[config.mk]
export PLATFORM = sky130hd
export DESIGN_NAME = mos6502_execute_unit
export DESIGN_NICKNAME = d
export VERILOG_FILES = /design/src/rtl/core/m6502_pkg.sv /design/src/rtl/core/m6502_front.sv /design/src/rtl/core/m6502_back.sv /design/src/rtl/core/mos6502_execute_unit.sv
export SDC_FILE = /design/constraint.sdc
export NUM_CORES = 1
export LEC_CHECK = 0
export BUFFER_PORTS_ARGS = -buffer_cell sky130_fd_sc_hd__buf_2
export CAP_MARGIN = 20
export CORE_ASPECT_RATIO = 0.8
export CORE_MARGIN = 2
export CORE_UTILIZATION = 36
export CTS_CLUSTER_DIAMETER = 30
export DETAILED_ROUTE_END_ITERATION = 8
export GPL_TIMING_DRIVEN = 0
export REMOVE_ABC_BUFFERS = 1
export SYNTH_ARGS = -nofsm -noshare
export SYNTH_HDL_FRONTEND = slang
export SYNTH_SLANG_ARGS = --single-unit
[constraint.sdc]
create_clock -name clk -period 3.92 [get_ports clk]
set_clock_uncertainty 0.05 [all_clocks]
set_input_delay 0.196 -clock clk [delete_from_list [all_inputs] [get_ports clk]]
set_output_delay 0.196 -clock clk [all_outputs]
set_load 0.005 [all_outputs]
[src/rtl/core/m6502_pkg.sv]
// ----------------------------------------------------------------------------
// m6502_pkg
// Shared types and constants for the 6502-style execute unit.
// ----------------------------------------------------------------------------
package m6502_pkg;

  typedef enum logic [5:0] {
    OP_AND = 6'd0,  OP_ASL = 6'd1,  OP_BCC = 6'd2,  OP_BCS = 6'd3,
    OP_BEQ = 6'd4,  OP_BIT = 6'd5,  OP_BMI = 6'd6,  OP_BNE = 6'd7,
    OP_BPL = 6'd8,  OP_BRK = 6'd9,  OP_BVC = 6'd10, OP_BVS = 6'd11,
    OP_CLC = 6'd12, OP_CLD = 6'd13, OP_CLI = 6'd14, OP_CLV = 6'd15,
    OP_CMP = 6'd16, OP_CPX = 6'd17, OP_CPY = 6'd18, OP_DEC = 6'd19,
    OP_DEX = 6'd20, OP_DEY = 6'd21, OP_EOR = 6'd22, OP_INC = 6'd23,
    OP_INX = 6'd24, OP_INY = 6'd25, OP_LDA = 6'd26, OP_LDX = 6'd27,
    OP_LDY = 6'd28, OP_LSR = 6'd29, OP_NOP = 6'd30, OP_ORA = 6'd31,
    OP_PHA = 6'd32, OP_PHP = 6'd33, OP_PLA = 6'd34, OP_PLP = 6'd35,
    OP_ROL = 6'd36, OP_ROR = 6'd37, OP_SBC = 6'd38, OP_SEC = 6'd39,
    OP_SED = 6'd40, OP_SEI = 6'd41, OP_STA = 6'd42, OP_STX = 6'd43,
    OP_STY = 6'd44, OP_TAX = 6'd45, OP_TAY = 6'd46, OP_TSX = 6'd47,
    OP_TXA = 6'd48, OP_TXS = 6'd49, OP_TYA = 6'd50
  } op_t;

  // Classified operation handed from the front end to the back end.
  typedef struct packed {
    op_t        op;
    logic       known;
    logic       to_acc;
    logic [7:0] operand;
  } uop_t;

  typedef struct packed {
    logic [7:0] acc;
    logic [7:0] x;
    logic [7:0] y;
    logic [7:0] flags;
    logic [7:0] sp;
    logic       mem_write;
    logic [7:0] write_byte;
    logic       stack_access;
    logic [7:0] stack_slot;
    logic       branch_taken;
  } result_t;

  localparam int unsigned FifoDepth = 2;
  localparam int unsigned FifoAw    = 1;

  localparam logic [7:0] FL_C = 8'h01;
  localparam logic [7:0] FL_Z = 8'h02;
  localparam logic [7:0] FL_I = 8'h04;
  localparam logic [7:0] FL_D = 8'h08;
  localparam logic [7:0] FL_B = 8'h10;
  localparam logic [7:0] FL_U = 8'h20;
  localparam logic [7:0] FL_V = 8'b01000000;
  localparam logic [7:0] FL_N = 8'b10000000;

  localparam logic [7:0] SP_RESET    = 8'hFD;
  localparam logic [7:0] FLAGS_RESET = 8'h24;

endpackage

[src/rtl/core/m6502_front.sv]
// ----------------------------------------------------------------------------
// m6502_front
// Accepts input items, classifies the code and queues them for the back end.
// ----------------------------------------------------------------------------
module m6502_front import m6502_pkg::*; (
  input  logic       clk,
  input  logic       rst_n,
  input  logic       in_valid,
  output logic       in_ready,
  input  logic [5:0] in_mode,
  input  logic [7:0] in_operand,
  input  logic       in_to_acc,
  output logic       q_valid,
  input  logic       q_ready,
  output uop_t       q_uop
);

  uop_t                mem_r [FifoDepth];
  logic [FifoAw-1:0]   wp_r, wp_nxt, rp_r, rp_nxt;
  logic [FifoAw:0]     cnt_r, cnt_nxt;
  uop_t                uop;
  logic                push, pop;

  always_comb begin
    uop.op      = op_t'(in_mode);
    uop.known   = (in_mode <= 6'd50);
    uop.to_acc  = in_to_acc;
    uop.operand = in_operand;
  end

  assign in_ready = (cnt_r != (FifoAw+1)'(FifoDepth));
  assign q_valid  = (cnt_r != '0);
  assign q_uop    = mem_r[rp_r];
  assign push     = in_valid && in_ready;
  assign pop      = q_valid && q_ready;

  always_comb begin
    wp_nxt  = push ? wp_r + 1'b1 : wp_r;
    rp_nxt  = pop  ? rp_r + 1'b1 : rp_r;
    cnt_nxt = cnt_r + (FifoAw+1)'(push) - (FifoAw+1)'(pop);
  end

  always_ff @(posedge clk) begin
    if (!rst_n) begin
      wp_r  <= '0;
      rp_r  <= '0;
      cnt_r <= '0;
    end else begin
      wp_r  <= wp_nxt;
      rp_r  <= rp_nxt;
      cnt_r <= cnt_nxt;
    end
  end

  always_ff @(posedge clk) begin
    if (push) begin
      mem_r[wp_r] <= uop;
    end
  end

endmodule

[src/rtl/core/m6502_back.sv]
// ----------------------------------------------------------------------------
// m6502_back
// Holds the register file, executes one operation a cycle while the output
// is not stalled, into an output register.
// ----------------------------------------------------------------------------
module m6502_back import m6502_pkg::*; (
  input  logic    clk,
  input  logic    rst_n,
  input  logic    q_valid,
  output logic    q_ready,
  input  uop_t    q_uop,
  output logic    out_valid,
  input  logic    out_ready,
  output result_t out_res
);

  logic [7:0] acc_r, x_r, y_r, sp_r, fl_r;
  logic [7:0] acc_nxt, x_nxt, y_nxt, sp_nxt, fl_nxt;
  logic       vld_r, vld_nxt;
  result_t    res_r, res_nxt;
  logic       fire;
  logic [7:0] m, sh_in, sh_r, nz_v, inv, cmp_reg;
  logic [8:0] sum;
  logic       left, rot, cin, set_nz_en;
  logic       wr, stk, br;
  logic [7:0] wbyte, slot;

  assign q_ready = !vld_r || out_ready;
  assign fire    = q_valid && q_ready;
  assign m       = q_uop.operand;

  always_comb begin
    left    = (q_uop.op == OP_ASL) || (q_uop.op == OP_ROL);
    rot     = (q_uop.op == OP_ROL) || (q_uop.op == OP_ROR);
    cin     = rot && fl_r[0];
    sh_in   = q_uop.to_acc ? acc_r : m;
    sh_r    = left ? {sh_in[6:0], cin} : {cin, sh_in[7:1]};
    inv     = ~m;
    sum     = {1'b0, acc_r} + {1'b0, inv} + {8'd0, fl_r[0]};
    cmp_reg = (q_uop.op == OP_CPX) ? x_r : (q_uop.op == OP_CPY) ? y_r : acc_r;
  end

  always_comb begin
    acc_nxt = acc_r; x_nxt = x_r; y_nxt = y_r; sp_nxt = sp_r; fl_nxt = fl_r;
    wr = 1'b0; stk = 1'b0; br = 1'b0; wbyte = '0; slot = '0;
    nz_v = '0; set_nz_en = 1'b0;
    if (q_uop.known) begin
      unique case (q_uop.op)
        OP_AND: begin acc_nxt = acc_r & m; nz_v = acc_nxt; set_nz_en = 1'b1; end
        OP_ORA: begin acc_nxt = acc_r | m; nz_v = acc_nxt; set_nz_en = 1'b1; end
        OP_EOR: begin acc_nxt = acc_r ^ m; nz_v = acc_nxt; set_nz_en = 1'b1; end
        OP_ASL, OP_LSR, OP_ROL, OP_ROR: begin
          fl_nxt[0] = left ? sh_in[7] : sh_in[0];
          nz_v = sh_r; set_nz_en = 1'b1;
          if (q_uop.to_acc) begin
            acc_nxt = sh_r;
          end else begin
            wbyte = sh_r; wr = 1'b1;
          end
        end
        OP_BCC: br = !fl_r[0];
        OP_BCS: br = fl_r[0];
        OP_BEQ: br = fl_r[1];
        OP_BNE: br = !fl_r[1];
        OP_BMI: br = fl_r[7];
        OP_BPL: br = !fl_r[7];
        OP_BVS: br = fl_r[6];
        OP_BVC: br = !fl_r[6];
        OP_BIT: begin
          fl_nxt[1] = ((acc_r & m) == 8'd0);
          fl_nxt[6] = m[6];
          fl_nxt[7] = m[7];
        end
        OP_BRK: fl_nxt = fl_r | FL_B;
        OP_CLC: fl_nxt = fl_r & ~FL_C;
        OP_CLD: fl_nxt = fl_r & ~FL_D;
        OP_CLI: fl_nxt = fl_r & ~FL_I;
        OP_CLV: fl_nxt = fl_r & ~FL_V;
        OP_SEC: fl_nxt = fl_r | FL_C;
        OP_SED: fl_nxt = fl_r | FL_D;
        OP_SEI: fl_nxt = fl_r | FL_I;
        OP_CMP, OP_CPX, OP_CPY: begin
          nz_v = cmp_reg - m; set_nz_en = 1'b1;
          fl_nxt[0] = (cmp_reg >= m);
        end
        OP_DEC: begin wbyte = m - 8'd1; wr = 1'b1; nz_v = wbyte; set_nz_en = 1'b1; end
        OP_INC: begin wbyte = m + 8'd1; wr = 1'b1; nz_v = wbyte; set_nz_en = 1'b1; end
        OP_DEX: begin x_nxt = x_r - 8'd1; nz_v = x_nxt; set_nz_en = 1'b1; end
        OP_DEY: begin y_nxt = y_r - 8'd1; nz_v = y_nxt; set_nz_en = 1'b1; end
        OP_INX: begin x_nxt = x_r + 8'd1; nz_v = x_nxt; set_nz_en = 1'b1; end
        OP_INY: begin y_nxt = y_r + 8'd1; nz_v = y_nxt; set_nz_en = 1'b1; end
        OP_LDA: begin acc_nxt = m; nz_v = m; set_nz_en = 1'b1; end
        OP_LDX: begin x_nxt = m; nz_v = m; set_nz_en = 1'b1; end
        OP_LDY: begin y_nxt = m; nz_v = m; set_nz_en = 1'b1; end
        OP_NOP: ;
        OP_PHA, OP_PHP: begin
          wbyte = (q_uop.op == OP_PHA) ? acc_r : (fl_r | FL_B | FL_U);
          wr = 1'b1; stk = 1'b1; slot = sp_r; sp_nxt = sp_r - 8'd1;
        end
        OP_PLA: begin
          sp_nxt = sp_r + 8'd1; stk = 1'b1; slot = sp_nxt;
          acc_nxt = m; nz_v = m; set_nz_en = 1'b1;
        end
        OP_PLP: begin
          sp_nxt = sp_r + 8'd1; stk = 1'b1; slot = sp_nxt;
          fl_nxt = (m & ~FL_B) | FL_U;
        end
        OP_SBC: begin
          acc_nxt   = sum[7:0];
          fl_nxt[0] = sum[8];
          fl_nxt[6] = (acc_r[7] ^ sum[7]) & (inv[7] ^ sum[7]);
          nz_v = sum[7:0]; set_nz_en = 1'b1;
        end
        OP_STA: begin wbyte = acc_r; wr = 1'b1; end
        OP_STX: begin wbyte = x_r; wr = 1'b1; end
        OP_STY: begin wbyte = y_r; wr = 1'b1; end
        OP_TAX: begin x_nxt = acc_r; nz_v = acc_r; set_nz_en = 1'b1; end
        OP_TAY: begin y_nxt = acc_r; nz_v = acc_r; set_nz_en = 1'b1; end
        OP_TSX: begin x_nxt = sp_r; nz_v = sp_r; set_nz_en = 1'b1; end
        OP_TXA: begin acc_nxt = x_r; nz_v = x_r; set_nz_en = 1'b1; end
        OP_TXS: sp_nxt = x_r;
        OP_TYA: begin acc_nxt = y_r; nz_v = y_r; set_nz_en = 1'b1; end
        default: ;
      endcase
    end
    if (set_nz_en) begin
      fl_nxt[1] = (nz_v == 8'd0);
      fl_nxt[7] = nz_v[7];
    end
    res_nxt.acc          = acc_nxt;
    res_nxt.x            = x_nxt;
    res_nxt.y            = y_nxt;
    res_nxt.flags        = fl_nxt;
    res_nxt.sp           = sp_nxt;
    res_nxt.mem_write    = wr;
    res_nxt.write_byte   = wbyte;
    res_nxt.stack_access = stk;
    res_nxt.stack_slot   = slot;
    res_nxt.branch_taken = br;
    vld_nxt = fire ? 1'b1 : (out_ready ? 1'b0 : vld_r);
  end

  always_ff @(posedge clk) begin
    if (!rst_n) begin
      acc_r <= '0; x_r <= '0; y_r <= '0;
      sp_r  <= SP_RESET; fl_r <= FLAGS_RESET;
      vld_r <= 1'b0;
    end else begin
      vld_r <= vld_nxt;
      if (fire) begin
        acc_r <= acc_nxt; x_r <= x_nxt; y_r <= y_nxt;
        sp_r  <= sp_nxt;  fl_r <= fl_nxt;
      end
    end
  end

  always_ff @(posedge clk) begin
    if (fire) begin
      res_r <= res_nxt;
    end
  end

  assign out_valid = vld_r;
  assign out_res   = res_r;

endmodule

[src/rtl/core/mos6502_execute_unit.sv]
// ----------------------------------------------------------------------------
// mos6502_execute_unit
// Execute stage of a 6502-style processor: register file, ALU and flags.
// ----------------------------------------------------------------------------
// Channel   Direction  tdata fields (low bit up)                      tuser
// in_       slave      mode[5:0] operand[13:6] on_accumulator[14]      -
// out_      master     acc x y flags stack write_byte stack_slot       mem_write
//                      (8 bits each, 56 bits)                          stack_access
//                                                                      branch_taken
// One item per cycle sustained while the output is not stalled; a result
// passes through the front queue, then the back end's output register.
// The register file updates once per item.
// Reset clears the queue and output; A, X, Y = 0, S = 0xFD, P = 0x24.
// A stalled output holds the back end; the two-entry queue absorbs input.
module mos6502_execute_unit import m6502_pkg::*; (
  input  logic        clk,
  input  logic        rst_n,
  input  logic        in_tvalid,
  output logic        in_tready,
  input  logic [15:0] in_tdata,   // mode, operand, on_accumulator, zero pad
  output logic        out_tvalid,
  input  logic        out_tready,
  output logic [55:0] out_tdata,  // acc, x, y, flags, stack, write_byte, slot
  output logic [2:0]  out_tuser   // mem_write, stack_access, branch_taken
);

  logic    q_valid, q_ready;
  uop_t    q_uop;
  result_t res;

  m6502_front u_front (
    .clk, .rst_n,
    .in_valid   (in_tvalid),
    .in_ready   (in_tready),
    .in_mode    (in_tdata[5:0]),
    .in_operand (in_tdata[13:6]),
    .in_to_acc  (in_tdata[14]),
    .q_valid, .q_ready, .q_uop
  );

  m6502_back u_back (
    .clk, .rst_n, .q_valid, .q_ready, .q_uop,
    .out_valid (out_tvalid),
    .out_ready (out_tready),
    .out_res   (res)
  );

  assign out_tdata = {res.stack_slot, res.write_byte, res.sp, res.flags,
                      res.y, res.x, res.acc};
  assign out_tuser = {res.branch_taken, res.stack_access, res.mem_write};

endmodule

# Word level (Yosys, flattened, before mapping)
# Memory sizes are Yosys's and may differ from the RTL's. A register that Yosys moved wholly into a read port is not among the register bits.
# Index checks and enable logic that the tools add are counted.
[totals]
word_cells = 161
n_memories = 1
input_bits = 20
regBits = 104
out_inout_bits = 61
ram_bits = 32
[classes]
n_bitwise = 7
n_reduce_logical = 27
magnitude_cmp = 2
n_mux = 40
n_addsub = 15
eq_ne = 50
[mem_list]
columns = ["name", "words", "word_bits", "read_ports", "rd_ports_with_merged_regs", "write_ports", "line", "rtl"]
rows = [
  ["u_front.mem_r", 2, 16, 1, 1, 1, "m6502_front.sv:18", "uop_t mem_r [FifoDepth];"],
]
[ops]
columns = ["op", "n"]
rows = [
  ["case mux 8 bit (17 select lines)", 1],
  ["equality test 6 bit (second input constant)", 19],
  ["2-to-1 mux 8 bit", 13],
  ["equality test 6 x 5 -> 1 bit (second input constant)", 15],
  ["case mux 8 bit (8 select lines)", 1],
  ["case mux 8 bit (7 select lines)", 1],
  ["equality test 6 x 4 -> 1 bit (second input constant)", 8],
  ["case mux 8 bit (5 select lines)", 1],
  ["adder 8 x 1 -> 8 bit (second input constant)", 4],
  ["case mux 8 bit (4 select lines)", 1],
  ["subtractor 8 x 1 -> 8 bit (second input constant)", 4],
  ["OR reduction 26 bit", 1],
  ["equality test 6 x 3 -> 1 bit (second input constant)", 4],
  ["case mux 4 bit (6 select lines)", 1],
  ["case mux 8 bit (3 select lines)", 1],
  ["logical NOT 8 bit", 2],
  ["case mux 8 bit (2 select lines)", 1],
  ["2-to-1 mux 1 bit", 14],
  ["equality test 6 x 2 -> 1 bit (second input constant)", 2],
  ["OR reduction 4 bit", 3],
  ["OR reduction 2 bit", 5],
  ["adder 8 x 8 -> 9 bit", 1],
  ["adder 9 x 1 -> 9 bit", 1],
  ["AND 8 bit", 1],
  ["other kinds (24)", 36],
]

# Logic depth before layout (Yosys ltp)
# Gate-level depths: netlist of the first run.
[depth]
word_depth = 8
depth_mapped = 23
depth_no_buf = 18

# Hierarchy
# From an unflattened synthesis of the first run, not the netlist that was laid out.
[hier_totals]
hier_cells = 1138
hier_area_um2 = 10057.1
[modules_own_cells]
columns = ["module", "area_per_inst_um2", "cells_each", "seq_area_each_um2", "n_inst"]
rows = [
  ["m6502_back", 8623.3, 1057, 2592.5, 1],
  ["m6502_front", 1433.9, 81, 1061.0, 1],
]

# Least setup slack after synthesis of the first run
# Ideal clock, no wire load.
[synth_timing]
path_kind = "reg-to-reg"
from = "register (tool-made name)"
to = "register u_back.fl_r[7]"
path_buffers = 5
stages_incl_launch_ff = 21
setup_time_ps = 115
slack_ps = -30
t_arrival_ps = 3786
t_required_ps = 3755
synth_period_minus_slack_ps = 3950
cell_sequence = "dfxtp_1 -> buf_6 -> buf_6 -> and3b_4 -> or2_0 -> buf_2 -> buf_6 -> nand3_1 -> buf_1 -> mux2i_1 -> o21ai_0 -> ha_1 -> o21a_1 -> o31a_1 -> o22ai_1 -> o21bai_1 -> a21oi_1 -> xnor2_1 -> a2111oi_2 -> mux2i_1 -> o21ba_1"
[synth_rtl]
columns = ["element", "line", "rtl"]
rows = [
  ["end signal, assigned", "m6502_back.sv:152", "sp_r <= sp_nxt; fl_r <= fl_nxt;"],
  ["end, declared", "m6502_back.sv:17", "logic [7:0] acc_r, x_r, y_r, sp_r, fl_r;"],
]

==> results of run 1 <==
## synth_stat cells, types with 10 or more instances
master,instances,area share [%]
a221o_1,11,1.1
nor3_1,34,1.6
edfxtp_1,91,26
o22ai_1,22,1.3
nor2_1,118,4.3
xnor2_1,21,1.8
a22o_1,11,0.93
buf_2,15,0.72
a221oi_1,16,1.3
and3_1,11,0.66
ha_1,42,5.1
o21a_1,10,0.72
o211ai_1,11,0.79
nand3_1,37,1.8
o21ai_0,67,3.2
clkbuf_1,40,1.4
a31oi_1,15,0.90
mux2i_1,15,1.4
nand2_1,144,5.2
inv_1,30,1.1
a22oi_1,24,1.7
xor2_1,12,1.0
dfxtp_1,46,8.9
a21oi_1,86,4.1
## worst min-delay path by stage
stage                 from                   to  slack [ns]  depth (start not counted)
2_1_floorplan        rst_n       u_back.fl_r[2]        0.22                          1
3_3_place_gp   in_tdata[7]  u_front.mem_r[0][1]        0.34                          1
3_5_place_dp   in_tdata[9]  u_front.mem_r[1][3]        0.34                          1
4_1_cts         out_tready     u_back.out_valid        0.04                          4
5_1_grt         out_tready     u_back.out_valid        0.06                          4
6_report        out_tready     u_back.out_valid        0.05                          4
## sequential cells by signal, summed over array words and instances (netlist names), named ones only
name / cells
u_front.wp_r: 1
u_front.rp_r: 1
u_front.mem_r: 32
u_back.x_r: 8
u_back.sp_r: 8
u_back.acc_r: 8
u_front.cnt_r: 2
u_back.out_res: 59
u_back.y_r: 8
u_back.fl_r: 8
u_back.out_valid: 1
## kinds of logic after synthesis
kind of cell / after synthesis
AOI/OAI and AO/OA: 387
muxes: 29
and+or+nand+nor: 446
adders and majority gates: 45
buffers and inverters: 112
DFF: 137
xor gates and xnor gates: 33
## tightest hold or removal path, delay by kind of cell
family,cells,cell delay (ns)
simple gates,3,0.22
buf+inv,1,0.08
## power by group
group	internal (mW)	leakage, nW	switching, mW
clock	0.948	0.281	0.699
combinational	1.55	2.92	2.64
sequential	2.10	1.25	0.458
total	4.59	4.44	3.79
## metal layers
layer	GRT usage (%)	routed length, um
met1	41.6	19600
met2	40.8	17700
met3	7.57	4820
met4	7.90	1160
met5	0	0
## timing repair
item / in CTS / in global routing
gates cloned: 2 / 1
hold buffers: 15 / 0
endpoints found under the hold margin: 30 / 0
pin swaps: 14 / 16
setup endpoints to repair: 32 / 16
setup buffers: 20 / 5
resized for setup: 41 / 14
## layout make-up
cell class                      count  share of cell area, %
Clock inverter                     15                   1.34
Sequential cell                   137                   29.8
Inverter                           38                   1.20
Clock buffer                       17                   3.47
Multi-Input combinational cell    940                   52.4
Timing Repair Buffer              135                   7.96
Tap cell                          370                   3.77
## stage by stage
stage	util, %	TNS [ns]	area, sq um	hold WS, ns	power, mW
finish	43.3	-0.127	12300	0.0541	8.39
global route	43.3	-1.10	12300	0.0647	8.83
CTS	42.8	0	12100	0.0418	8.22
detailed placement	38.8	-21.83	11000	0.339	6.25
global placement	38.4	-185.36	10900	0.336	6.20
floorplan	-	-38.31	10000	0.218	4.79
==> flow_summary.ini, run 1 <==
[floorplanning]
dieWidth_um = 194
core_region_area_sq_um = 28400
initial_core_util_pct = 36.7
die_h_um = 156
die-area_sq_um = 30300
boundaryPins = 81
placement_rows = 55

[setup_path]
path_delay_family = compound AO/OA/AOI/OAI gates
crit_end = u_back.out_res[58]
max_stage_delay_ns = 0.80
critPathBufInv = 2
setup.reg_to_reg.worst_slack_ns = -0.06
worstSetupStartpointType = flop
timing.critical_path.arrival_ns = 4.12
worst-setup-path-type = reg -> reg
cells_along_the_critical_path = buf_16 > mux2i_2 > ha_1 > inv_1 > nand3_1 > nand2_1 > or4_1 > nand4_1 > a221o_1 > a211o_1 > a21oi_1 > nor2_1
r2r_cells = 12
critical_path_peak_fanout = 7
crit_slowest_cell = mux2i_2
required_ns = 4.06
critPathCaptureType = flop
worst_r2r_endpoint = u_back.out_res[58]
crit_cells = 12

[layout]
layout.cells.most_common_list = nand2_1, nor2_1, edfxtp_1
multi_input_gate_area_sq_um = 6430
final.fill_count = 2885
final_common_cell = nand2_1
drive_gt1_share_pct = 19.2
final-seq-area_sq_um = 3660
finish.cell_count_without_fillers = 1652
area_growth_syn_to_layout_pct = 17.9
finish.net_count = 1334
num_antenna_cells = 0

[clock_network]
clkSinkCount = 137
cts_inserted_buffers = 17
clkTransAtPathRegs_ns = 0.06
clock_tree_from_tritoncts = done
cts-root-to-sink-buffers = 2
clkLatencyLatePin_ns = 0.45
htree_levels = 4
clockRootBuffer = clkbuf_16

[run_status]
run_status = complete, but fails checks
violations_in_the_final_reports = negative setup slack

[synthesis]
synth-async-reset-ratio_pct = 0
synth_compound_gate_area_share_pct = 26.7
synth_xor_xnor_area_share_pct = 2.78
postSynthRegisterBits = 137
ys_dominant_reg_cell = edfxtp_1
post_synth_inst_count = 1189
synth-adder-area-share_pct = 5.63
synth_enable_flop_cells = 91
yosysSeqAreaShare_pct = 35.1
synth_simple_gate_area_share_pct = 21.0
synth.mux.area_fraction_pct = 3.66
syn_area_sq_um = 10400
yosysWarningCount = 0
avgSynthCellArea_sq_um = 8.75
yosys.cell_types.count = 104
main_combinational_cell_family_by_area_after_synthesis = compound AO/OA/AOI/OAI gates

[place]
pre_cts_ws_ns = -2.22
dpl.hpwl_um = 31100
routabilityCongestion = 1.02
buffer_ports.inserted = 79
placed_cells = 1575

[sta]
min_period_ns = 3.98
report.final.slew_viol_count = 0
final_critical_path_setup_slack_ns = -0.0598
period_share_pct = 102
fmax_ghz = 0.251
setup_viol_count_final = 5
grt_setup_unrepaired = true
max_slew.worst_pin.slew_ns = 1.18
relSlewSlack_pct = 21.7
timing.final.hold_violations = 0

[global_routing]
via_count_of_the_first_global_routing_pass = 9732
globalRouteTotalUtil_pct = 28.4
grt_antenna_before_repair = 1
grt_overflow = 0
grt_max_degree = 79
global_route_wire_length_before_repair_um = 64200

[drt]
wire_per_inst_um = 26.2
drc_errors = 0
route.antenna.remaining_nets = 0
vias = 10400
dr.pass1.iters = 9
detail_route.vias_per_cell = 6.32
drtIter0Drc = 1438
drt_wl_total_um = 43200

[power]
pwr_density_cell_nw_per_um2 = 684
vdd.ir_drop.worst_v = 0.000577
p_leak_nw = 4.44

[run]
number_of_max_cap_violations = 0

[min_path]
worstHoldPathType = in -> reg
Note: power is estimated with default switching activity, not from simulation.
==> inputs of run 2 (changes only) <==
Settings changed: PLACE_DENSITY set to 0.55.
==> flow_summary.ini, run 2 (same netlist as run 1, synthesis figures left out) <==
[floorplanning]
boundaryPins = 81
core_region_area_sq_um = 28400
initial_core_util_pct = 36.7
die_h_um = 156
dieWidth_um = 194
placement_rows = 55
die-area_sq_um = 30300

[sta]
final_critical_path_setup_slack_ns = -0.0615
setup_viol_count_final = 3
period_share_pct = 102
setup_tns_ns = -0.155
relSlewSlack_pct = 33.1
max_slew.worst_pin.slew_ns = 1.00
timing.final.hold_violations = 0
min_period_ns = 3.98
fmax_ghz = 0.251
hold-worst-slack_ns = 0.0473
report.final.slew_viol_count = 0
grt_setup_unrepaired = true

[place]
pre_cts_ws_ns = -1.97
buffer_ports.inserted = 79
post_dp_cell_area_sq_um = 11000
routabilityCongestion = 0.978
dpl.hpwl_um = 31900
placed_cells = 1575

[global_routing]
global_route_wire_length_before_repair_um = 66100
grt_antenna_before_repair = 0
grt_overflow = 0
globalRouteTotalUtil_pct = 29.7
grt_max_degree = 78
via_count_of_the_first_global_routing_pass = 9736

[layout]
layout.cells.most_common_list = nand2_1, nor2_1, edfxtp_1
final-seq-area_sq_um = 3660
multi_input_gate_area_sq_um = 6470
largest_register_ffs = 59
cell_area_after_layout_sq_um = 12600
num_antenna_cells = 0
final_core_utilization_pct = 44.3
final.fill_count = 2799
final_common_cell = nand2_1
drive_gt1_share_pct = 21.8
finish.net_count = 1359
area_growth_syn_to_layout_pct = 20.9
finish.cell_count_without_fillers = 1677

[clock_network]
clockRootBuffer = clkbuf_16
clkLatencyLatePin_ns = 0.45
clkTransAtPathRegs_ns = 0.06
cts-root-to-sink-buffers = 2
clock_tree_from_tritoncts = done
clkSinkCount = 137
cts_inserted_buffers = 17
htree_levels = 4

[setup_path]
timing.critical_path.arrival_ns = 4.31
critPathCaptureType = flop
worstSetupStartpointType = flop
critical_path_peak_fanout = 6
r2r_cells = 19
required_ns = 4.25
worst-setup-path-type = reg -> reg

[power]
pwr_density_cell_nw_per_um2 = 694
power_mw = 8.72
vdd.ir_drop.worst_v = 0.000645
p_leak_nw = 4.62

[run_status]
violations_in_the_final_reports = negative setup slack
run_status = complete, but fails checks

[drt]
drt_wl_total_um = 45000
detail_route.vias_per_cell = 6.25
wire_per_inst_um = 26.8
drc_errors = 0
dr.pass1.iters = 5
route.antenna.remaining_nets = 0
vias = 10500
drtIter0Drc = 1317

[min_path]
worstHoldPathType = in -> reg
worstHoldPathCells = 4

[run]
number_of_max_cap_violations = 0
## run 2: changes by cell type in the layout (fill, tap and decap cells not counted), moves of 3 or more
cell / delta
a21oi_2: +3
clkinvlp_4: -3
clkinv_4: +3
buf_4: +25
## run 2: area by class of cell
class | instances | area share, %
flip-flops and latches | 137 | 29.1
well taps | 370 | 3.68
multi-input cells | 940 | 51.5
repair buffers | 160 | 9.52
clock buffers | 19 | 3.52
clock inverters | 13 | 1.52
inverters | 38 | 1.19
## run 2: what timing repair did
| action | in CTS | in global routing |
|---|---|---|
| pin swaps | 23 | 15 |
| gates resized for setup | 48 | 20 |
| gates cloned | 3 | 0 |
| endpoints found under the setup margin | 36 | 19 |
| hold buffers | 15 | 0 |
| hold endpoints to repair | 32 | 0 |
| buffers inserted | 36 | 16 |
## run 2: path summary, 6_finish.rpt
path                      endpoint  slack, ns            from
setup / recovery    u_back.fl_r[1]      -0.06            flop
hold / removal    u_back.out_valid       0.05      out_tready
setup reg to reg    u_back.fl_r[1]      -0.06            flop
hold reg to reg     u_back.fl_r[5]       0.40  u_back.fl_r[5]
## run 2: per-layer routing
metal / GRT usage [%] / share of wire (%)
met5: 0 / 0
met4: 10.9 / 3.6
met3: 8.30 / 9.5
met2: 42.3 / 40
met1: 42.5 / 46
## run 2: power breakdown
part / total (mW) / internal (mW) / switching [mW]
registers: 2.56 / 2.10 / 0.466
logic: 4.40 / 1.67 / 2.72
clock network: 1.76 / 1.09 / 0.674
total: 8.72 / 4.86 / 3.86
## run 2: critical path, stage by stage (launching register included)
cell and delay, ns:
dfxtp_4 0.47, buf_16 0.15, or3b_4 0.40, nand2_4 0.12, nand3_4 0.11, nor2_1 0.11, a21oi_1 0.05, nor2_1 0.18
a21oi_2 0.07, ha_2 0.22, fa_2 0.35, nor2b_2 0.13, o31a_1 0.18, a21oi_2 0.05, o21ai_2 0.19, o2111ai_2 0.16
nor4_2 0.29, and4_4 0.29, a41o_1 0.21, o21ba_1 0.12
==> inputs of run 3 (changes only) <==
Settings changed: PLACE_DENSITY 0.55 to 0.53.
Clock period 3.92 ns to 4.1 ns, I/O delays scaled along.
==> flow_summary.ini, run 3 (same netlist as run 1, synthesis figures left out) <==
[floorplanning]
die-area_sq_um = 30300
die_h_um = 156
boundaryPins = 81
initial_core_util_pct = 36.7
placement_rows = 55
dieWidth_um = 194
core_region_area_sq_um = 28400

[global_routing]
top_usage_layer = met1
gr-usage-met3_pct = 6.36
globalRouteTotalUtil_pct = 29.1
grt_overflow = 0
global_route_wire_length_before_repair_um = 65100
grt_antenna_before_repair = 1
grt_max_degree = 79
gr-usage-met1_pct = 43.2
grt_use_met2_pct = 41.8
via_count_of_the_first_global_routing_pass = 9422

[layout]
layout.cells.most_common_list = nand2_1, nor2_1, edfxtp_1
cell_area_after_layout_sq_um = 12300
finish.cell_count_without_fillers = 1656
largest_register_ffs = 59
num_antenna_cells = 0
drive_gt1_share_pct = 19.6
area_growth_syn_to_layout_pct = 18.1
final-seq-area_sq_um = 3660
final_core_utilization_pct = 43.3
final_common_cell = nand2_1
multi_input_gate_area_sq_um = 6430
finish.net_count = 1338
final.fill_count = 2861

[drt]
vias = 10400
route.antenna.remaining_nets = 0
wire_per_inst_um = 26.8
drt_wl_total_um = 44300
drc_errors = 0
drtIter0Drc = 1482
dr.pass1.iters = 6
detail_route.vias_per_cell = 6.27

[place]
buffer_ports.inserted = 79
dpl.hpwl_um = 31900
routabilityCongestion = 1.01
pre_cts_ws_ns = -2.06
placed_cells = 1575
post_dp_cell_area_sq_um = 11000

[sta]
setup_tns_ns = -0.0417
setup_viol_count_final = 2
grt_setup_unrepaired = true
hold-worst-slack_ns = 0.0560
max_slew.worst_pin.slew_ns = 1.16
final_critical_path_setup_slack_ns = -0.0226
fmax_ghz = 0.243
report.final.slew_viol_count = 0
period_share_pct = 101
timing.final.hold_violations = 0
relSlewSlack_pct = 22.6
min_period_ns = 4.12

[clock_network]
clkLatencyLatePin_ns = 0.45
clockRootBuffer = clkbuf_16
clkTransAtPathRegs_ns = 0.06
htree_levels = 4
clkSinkCount = 137
cts-root-to-sink-buffers = 2
cts_inserted_buffers = 17
clock_tree_from_tritoncts = done

[setup_path]
max_stage_delay_ns = 0.91
crit_slowest_cell = nor2_1
critPathCaptureType = flop
cells_along_the_critical_path = bufbuf_16 > and3b_1 > nor2_1 > o22ai_1 > a21boi_1 > a2bb2oi_1 > nand4_1 > a2111oi_4 > buf_4 > a41o_1 > o21ba_1
timing.critical_path.arrival_ns = 4.46
critical_path_peak_fanout = 23
crit_cells = 11
path_delay_family = compound AO/OA/AOI/OAI gates
worstSetupStartpointType = flop
critPathBufInv = 2
r2r_cells = 11
worst-setup-path-type = reg -> reg
required_ns = 4.44

[power]
pwr_density_cell_nw_per_um2 = 655
p_leak_nw = 4.47
power_mw = 8.05
vdd.ir_drop.worst_v = 0.000603

[run_status]
run_status = complete, but fails checks
violations_in_the_final_reports = negative setup slack

[min_path]
worstHoldPathCells = 4
worstHoldPathType = in -> reg

[run]
number_of_max_cap_violations = 0
-- run 3: cell type report --
| type | instances | area share (%) |
|---|---|---|
| Multi-Input combinational cell | 940 | 52.3 |
| Sequential cell | 137 | 29.8 |
| Timing Repair Buffer | 139 | 8.09 |
| Tap cell | 370 | 3.77 |
| Clock buffer | 17 | 3.46 |
| Clock inverter | 15 | 1.37 |
| Inverter | 38 | 1.20 |
-- run 3: where the power goes --
part           internal [mW]  switching, mW
registers               2.01          0.437
logic                   1.48           2.55
clock network          0.909          0.668
-- run 3: worst paths after layout --
kind                                startpoint          endpoint  slack, ns
worst max-delay path                      flop    u_back.fl_r[1]      -0.02
worst max register to register            flop    u_back.fl_r[1]      -0.02
worst min register to register  u_back.fl_r[5]    u_back.fl_r[5]       0.39
worst min-delay path                out_tready  u_back.out_valid       0.06
-- run 3: layer usage --
metal	vias to the layer above	wire length (um)	share of wire, %
met5	-	0	0
met4	0	1210	2.7
met3	70	3800	8.6
met2	559	18400	42
met1	5071	20900	47
li1	4678	-	-
-- run 3: timing repair --
| action | 4_1_cts | 5_1_grt |
|---|---|---|
| gates cloned | 1 | 1 |
| gates resized for setup | 29 | 22 |
| endpoints found under the hold margin | 30 | 0 |
| setup buffers | 9 | 23 |
| endpoints found under the setup margin | 31 | 12 |
| hold buffers | 15 | 0 |
| pin swaps | 6 | 14 |
-- run 3: worst reg2reg max path, stage by stage, from the launching register on --
cell and delay, ns:
dfxtp_4 0.39, bufbuf_16 0.32, and3b_1 0.28, nor2_1 0.91, o22ai_1 0.21, a21boi_1 0.57, a2bb2oi_1 0.22, nand4_1 0.17
a2111oi_4 0.38, buf_4 0.21, a41o_1 0.22, o21ba_1 0.13
